## config.mk

```make
export PLATFORM = sky130hd
export DESIGN_NAME = modular_inverse_unit
export DESIGN_NICKNAME = d
export VERILOG_FILES = /design/src/design/mi_pkg.sv /design/src/design/modular_inverse_unit.sv
export SDC_FILE = /design/constraint.sdc
export NUM_CORES = 1
export LEC_CHECK = 0
export ABC_AREA = 1
export BUFFER_PORTS_ARGS = -buffer_cell sky130_fd_sc_hd__buf_2
export CAP_MARGIN = 10
export CORE_ASPECT_RATIO = 1.2
export CORE_MARGIN = 5
export CORE_UTILIZATION = 30
export CTS_CLUSTER_DIAMETER = 50
export DETAILED_ROUTE_END_ITERATION = 16
export PLACE_DENSITY = 0.44
export SLEW_MARGIN = 15
export SYNTH_ARGS = -nofsm -noshare
export SYNTH_HDL_FRONTEND = slang
export SYNTH_SLANG_ARGS = --single-unit
```

## constraint.sdc

```tcl
create_clock -name clk_i -period 7.2 [get_ports clk_i]
set_input_delay 1.08 -clock clk_i [delete_from_list [all_inputs] [get_ports clk_i]]
set_output_delay 1.08 -clock clk_i [all_outputs]
set_load 0.01 [all_outputs]
```

## src/design/mi_pkg.sv

```systemverilog
// ----------------------------------------------------------------------------
// mi_pkg: shared constants for the modular inverse unit
// Operand width and result status codes.
// ----------------------------------------------------------------------------
`default_nettype none
package mi_pkg;
  localparam int unsigned OPERAND_WIDTH = 31;
  localparam int unsigned SH_W = $clog2(OPERAND_WIDTH);

  typedef logic [OPERAND_WIDTH-1:0] operand_t;
  typedef logic [SH_W-1:0]          shift_t;

  typedef enum logic [1:0] {
    STATUS_OK           = 2'd0,
    STATUS_NO_INVERSE   = 2'd1,
    STATUS_ZERO_MODULUS = 2'd2
  } status_e;
endpackage
`default_nettype wire

```

## src/design/modular_inverse_unit.sv

```systemverilog
// ----------------------------------------------------------------------------
// modular_inverse_unit: extended Euclidean modular inverse
// Runs the remainder sequence with a shift-and-subtract divider, one
// shift or one conditional subtract per cycle, and builds the Bezout
// coefficient in the same pass.
// ----------------------------------------------------------------------------
// Sequence: a zero modulus goes from idle straight to the check state;
//   otherwise each Euclid step runs align, subtract and check, with one
//   reduction pass first. Requests: one at a time, taken only in idle.
//   A new request is taken while a result waits.
// Reset: asynchronous, active low; returns to idle with no result pending.
`default_nettype none
module modular_inverse_unit (
  input  wire logic               clk_i,
  input  wire logic               rst_ni,
  input  wire logic               in_valid_i,
  output logic                    in_ready_o,
  input  wire mi_pkg::operand_t   value_i,
  input  wire mi_pkg::operand_t   modulus_i,
  output logic                    out_valid_o,
  input  wire logic               out_ready_i,
  output mi_pkg::operand_t        inverse_o,
  output logic [1:0]              status_o
);
  import mi_pkg::*;

  localparam logic [1:0] ST_IDLE  = 2'd0;
  localparam logic [1:0] ST_ALIGN = 2'd1;
  localparam logic [1:0] ST_SUB   = 2'd2;
  localparam logic [1:0] ST_CHECK = 2'd3;

  logic [1:0] state_q, state_d;
  logic       ovld_q, ovld_d;
  logic       red_q, red_d, zero_q, zero_d;
  logic       negc_q, negc_d;
  operand_t   m_q, m_d, rc_q, rc_d, cc_q, cc_d;
  operand_t   rem_q, rem_d, dvs_q, dvs_d, cs_q, cs_d, acc_q, acc_d;
  operand_t   inv_q, inv_d;
  logic [1:0] st_q, st_d;
  shift_t     sh_q, sh_d;

  // end-of-step values
  operand_t   n_rp, n_rc, n_cp, n_cc, fin_inv;
  logic       n_negp, n_negc, out_free;

  assign out_free   = !ovld_q || out_ready_i;
  assign in_ready_o = (state_q == ST_IDLE);

  always_comb begin
    if (red_q) begin
      n_rp = m_q;  n_rc = rem_q;
      n_cp = '0;   n_cc = operand_t'(1);
      n_negp = 1'b0; n_negc = 1'b0;
    end else begin
      n_rp = rc_q; n_rc = rem_q;
      n_cp = cc_q; n_cc = acc_q;
      n_negp = negc_q; n_negc = !negc_q;
    end
    if (n_cp == m_q)                fin_inv = '0;
    else if (n_negp && n_cp != '0)  fin_inv = m_q - n_cp;
    else                            fin_inv = n_cp;
  end

  // sequencer and divider datapath
  always_comb begin
    state_d = state_q; ovld_d = ovld_q; red_d = red_q; zero_d = zero_q;
    negc_d = negc_q; m_d = m_q; rc_d = rc_q;
    cc_d = cc_q; rem_d = rem_q; dvs_d = dvs_q; cs_d = cs_q;
    acc_d = acc_q; inv_d = inv_q; st_d = st_q; sh_d = sh_q;
    if (ovld_q && out_ready_i) ovld_d = 1'b0;
    unique case (state_q)
      ST_IDLE: begin
        if (in_valid_i) begin
          m_d = modulus_i; rem_d = value_i; dvs_d = modulus_i;
          cs_d = '0; acc_d = '0; sh_d = '0; red_d = 1'b1;
          zero_d = (modulus_i == '0);
          state_d = (modulus_i == '0) ? ST_CHECK : ST_ALIGN;
        end
      end
      ST_ALIGN: begin
        if (dvs_q <= (rem_q >> 1)) begin
          dvs_d = dvs_q << 1; cs_d = cs_q << 1; sh_d = sh_q + shift_t'(1);
        end else begin
          state_d = ST_SUB;
        end
      end
      ST_SUB: begin
        if (dvs_q <= rem_q) begin
          rem_d = rem_q - dvs_q; acc_d = acc_q + cs_q;
        end
        if (sh_q == '0) begin
          state_d = ST_CHECK;
        end else begin
          dvs_d = dvs_q >> 1; cs_d = cs_q >> 1; sh_d = sh_q - shift_t'(1);
        end
      end
      ST_CHECK: begin
        if (zero_q) begin
          if (out_free) begin
            ovld_d = 1'b1; inv_d = '0; st_d = STATUS_ZERO_MODULUS; state_d = ST_IDLE;
          end
        end else if (n_rc == '0) begin
          if (out_free) begin
            ovld_d = 1'b1;
            inv_d  = (n_rp == operand_t'(1)) ? fin_inv : '0;
            st_d   = (n_rp == operand_t'(1)) ? STATUS_OK : STATUS_NO_INVERSE;
            state_d = ST_IDLE;
          end
        end else begin
          rc_d = n_rc; cc_d = n_cc;
          negc_d = n_negc; red_d = 1'b0;
          rem_d = n_rp; dvs_d = n_rc; cs_d = n_cc; acc_d = n_cp; sh_d = '0;
          state_d = ST_ALIGN;
        end
      end
      default: state_d = ST_IDLE;
    endcase
  end

  // control state
  always_ff @(posedge clk_i or negedge rst_ni) begin
    if (!rst_ni) begin
      state_q <= ST_IDLE;
      ovld_q  <= 1'b0;
      sh_q    <= '0;
      zero_q  <= 1'b0;
      red_q   <= 1'b0;
    end else begin
      state_q <= state_d;
      ovld_q  <= ovld_d;
      sh_q    <= sh_d;
      zero_q  <= zero_d;
      red_q   <= red_d;
    end
  end

  // payload
  always_ff @(posedge clk_i) begin
    negc_q <= negc_d; m_q <= m_d; rc_q <= rc_d;
    cc_q <= cc_d; rem_q <= rem_d; dvs_q <= dvs_d; cs_q <= cs_d;
    acc_q <= acc_d; inv_q <= inv_d; st_q <= st_d;
  end

  assign out_valid_o = ovld_q;
  assign inverse_o   = inv_q;
  assign status_o    = st_q;

  a_err_zero: assert property (@(posedge clk_i) disable iff (!rst_ni)
    ovld_q && st_q != STATUS_OK |-> inv_q == '0) else $error("error result not zero");
  a_check_sh: assert property (@(posedge clk_i) disable iff (!rst_ni)
    state_q == ST_CHECK |-> sh_q == '0) else $error("step ended with shift pending");
  a_no_code3: assert property (@(posedge clk_i) disable iff (!rst_ni)
    ovld_q |-> st_q <= STATUS_ZERO_MODULUS) else $error("bad status code");
  a_busy: assert property (@(posedge clk_i) disable iff (!rst_ni)
    in_valid_i && in_ready_o |=> !in_ready_o) else $error("request taken while busy");
endmodule
`default_nettype wire

```

==> run_results.csv <==
group,metric,value,unit
clock_tree,post_cts_buffers,0,
finish,n_antenna_cell,0,
yosys,synthArstFlopShare,0.0383,
power,internal_power,5760,uW
sta,setup_ws,3.17,ns
global_routing,grt_pass1_vias,17800,
sta,final_hold_viol_count,0,
route,wl_per_cell,20.7,um
power,clkPwrFrac,0.181,
worst_setup_path,crit_arrival,4.29,ns
yosys,synth_edf_count,251,
yosys,synth_simple_gate_area_frac,0.281,
sta,rsz0062_at_grt,"false",
yosys,syn-cell-area,19000,um^2
floorplanning,dieArea,68600,um^2
power,power_leakage,0.00962,uW
finish,final_common_cell,"nand2_1",
global_routing,grt_pass1_wl,108000,um
power,switchingPower,5830,uW
clock_tree,cts.clk_slew.worst_paths,0.06,ns
yosys,synth.mux.area_fraction,0.00420,
finish,layout.cells.non_filler,3481,
sta,setup_viol,0,
power,pwr-share-seq,0.263,
power,combPwrFrac,0.556,
yosys,yosys.area_share.adder,0.0883,
sta,fmax,0.248,GHz
floorplanning,fp.dieH,286,um
clock_tree,clk_latency,0.58,ns
yosys,synth_compound_area_frac,0.129,
sta,maxSlewViolCount,0,
worst_setup_path,cp.required,7.46,ns
worst_setup_path,cp_max_fo,57,
power,powerDensity,530,nW/um^2
clock_tree,numCtsBuffers,41,
clock_tree,cts_hold_buf,0,
power,swShare,0.503,
floorplanning,core.rowCount,101,
sta,min_period,4.03,ns
yosys,synth_area_leaders,"edfxtp_1 (40%), nand2_1 (16%), ha_1 (8.4%)",
global_routing,antenna_found_initial,1,
finish,drive_above_1_share,0.0911,
worst_hold_path,hp-class,"in2async",
yosys,yosys_register_bits,261,
yosys,synth_top_area_frac,0.396,
floorplanning,die_w,240,um
floorplanning,io_pins,101,
worst_setup_path,slowest_stage,"nand2_2",
sta,timing.slew.headroom,0.230,
finish,fin_area,21900,um^2
route,vias_per_cell,5.10,
sta,worst_slew_pin_slew,1.15,ns
power,vdd_drop_max,473,uV
route,drtIter0Drc,1191,
clock_tree,cts_tree,"done",
yosys,syn_inst,2539,
worst_setup_path,cpPeakStageDelay,0.73,ns
yosys,synth_top_family_by_area,"simple AND/OR/NAND/NOR gates",
worst_setup_path,cp-end-kind,"flip-flop",
global_routing,grt_max_degree,69,
place,routabilityCongestion,0.970,
sta,post-route-period-util,0.560,
global_routing,gr-total-overflow,0,
yosys,yosysWarnings,0,
yosys,synth-xor-area-share,0.00966,
floorplanning,core-area,63100,um^2
yosys,seq_area_frac_synth,0.409,
clock_tree,post_cts_resized,0,
route,drt_wl_total,72100,um
floorplanning,start_util,0.302,
yosys,synth_nets,2737,
worst_setup_path,crit_type,"reg2reg",
place,io_buffers,100,
route,drt_first_pass_iters,6,
global_routing,track_usage,0.205,
clock_tree,cts_sinks,261,
clock_tree,cts_root_buf,"clkbuf_16",
yosys,yosys.area.top_type,"edfxtp_1",
status,status,"complete, no violations",
place,hpwlAfterDp,56100,um
sta,holdWs,0.375,ns
finish,final.fill_count,6689,
worst_setup_path,worst_setup_path_start_kind,"flip-flop",
place,placed_area,20400,um^2
finish,layout_common_cells,"nand2_1 (802), inv_1 (303), edfxtp_1 (251)",
clock_tree,clock_path_buffers,3,
route,drc,0,
job,max_cap_viol_count,0,
finish,syn2layout_area_growth,14.8,%
yosys,synth.distinct_cells,44,
place,dp_cells,3406,
yosys,syn_area_per_cell,7.50,um^2
worst_setup_path,cp_cell_sequence,"inv_2 -> buf_4 -> nand2_1 -> ha_1 -> nand2_1 -> nor2_1 -> nand4_1 -> nor3_1 -> nor2_1 -> nand2_2 -> a21oi_2",
sta,finClkSkew,0.0418,ns
clock_tree,h-tree-depth,2,
yosys,synth_ff_type,"edfxtp_1",
finish,final_nets,2823,
route,vias,17800,
sta,tns,0,ns
route,drtAntennaViolNets,0,
place,dp_slack,3.22,ns
routing by layer:
metal	share of wire	vias up	GRT usage	wire length (um)
li1	-	8713	-	-
met1	0.43	8389	0.265	31000
met2	0.48	533	0.356	34900
met3	0.051	116	0.0258	3690
met4	0.034	0	0.0671	2480
met5	0	-	0	0
per-stage QoR:
step,util,total power [uW]
after detailed placement,0.324,9440
final,0.347,11600
after floorplan,-,7370
after global routing,0.347,12500
after global placement,0.324,9450
after CTS,0.347,11600
path summary, 6_finish.rpt:
kind	start	slack [ns]	endpoint	cells past startpoint
min reg2reg	n_rc[17]$_DFFE_PP_	0.49	rc_q[17]$_DFFE_PP_	0
max in group asynchronous	rst_ni	6.59	red_q$_DFFE_PN0P_	1
min in group clk_i	n_rc[17]$_DFFE_PP_	0.49	rc_q[17]$_DFFE_PP_	0
min	rst_ni	0.37	sh_q[4]$_DFFE_PN0P_	1
max	red_q$_DFFE_PN0P_	3.17	inverse_o[26]$_SDFFCE_PP0P_	11
max reg2reg	red_q$_DFFE_PN0P_	3.17	inverse_o[26]$_SDFFCE_PP0P_	11
power groups by stage:
stage	registers [uW]	clock network, uW	logic, uW
2_1_floorplan	2840	0	4530
3_3_place_gp	3060	0	6400
3_5_place_dp	3060	0	6380
4_1_cts	3040	2150	6420
5_1_grt	3100	2220	7210
6_report	3050	2100	6440
kinds of logic after synthesis:
logic type               Yosys count
buffers and inverters            382
AND/OR/NAND/NOR                 1307
flip-flops                       261
adder cells (fa/ha/maj)          132
multiplexers                       8
AO/OA/AOI/OAI                    428
XOR/XNOR                          21
Yosys cell counts (3+ instances only):
library cell / count
buf_2: 12
or2_2: 12
o21ai_0: 121
nor2_1: 241
o21bai_1: 9
a21o_1: 7
edfxtp_1: 251
buf_6: 5
inv_1: 306
a21oi_1: 168
a31oi_1: 30
nor4_1: 11
o22ai_1: 29
nand3_1: 152
ha_1: 128
nor3_1: 36
mux2i_1: 8
buf_1: 13
dfrtp_1: 10
nand2_1: 802
clkbuf_1: 42
nand4_1: 27
and2_1: 3
o211ai_1: 10
o21a_1: 5
fa_1: 4
nand3b_1: 17
a221oi_1: 6
xor2_1: 19
a22oi_1: 6
a21oi_2: 30
cell type report:
class | count | area (um^2) | area share
clock buffer | 47 | 1070 | 0.0489
clock inverter | 28 | 364 | 0.0167
inverter | 308 | 1160 | 0.0529
multi-input combinational | 1896 | 9830 | 0.449
sequential | 261 | 7790 | 0.356
tap | 824 | 1030 | 0.0472
timing repair buffer | 117 | 628 | 0.0287
state kept, by name (all words and copies together), names as in the netlist:
name,count
rc_q,31
state_q,2
red_q,1
acc_q,31
m_q,31
status_o,2
inverse_o,31
sh_q,5
zero_q,1
negc_q,1
cs_q,31
n_rc,31
dvs_q,31
cc_q,31
out_valid_o,1
worst max-delay path: cells and delay by family (launching register included):
family	cells	cell delay, ns
simple gates	7	1.91
buf+inv	2	0.60
flops	1	0.63
fa+ha+maj	1	0.43
compound gates	1	0.05
No activity file was read; power rests on OpenSTA's default activity.
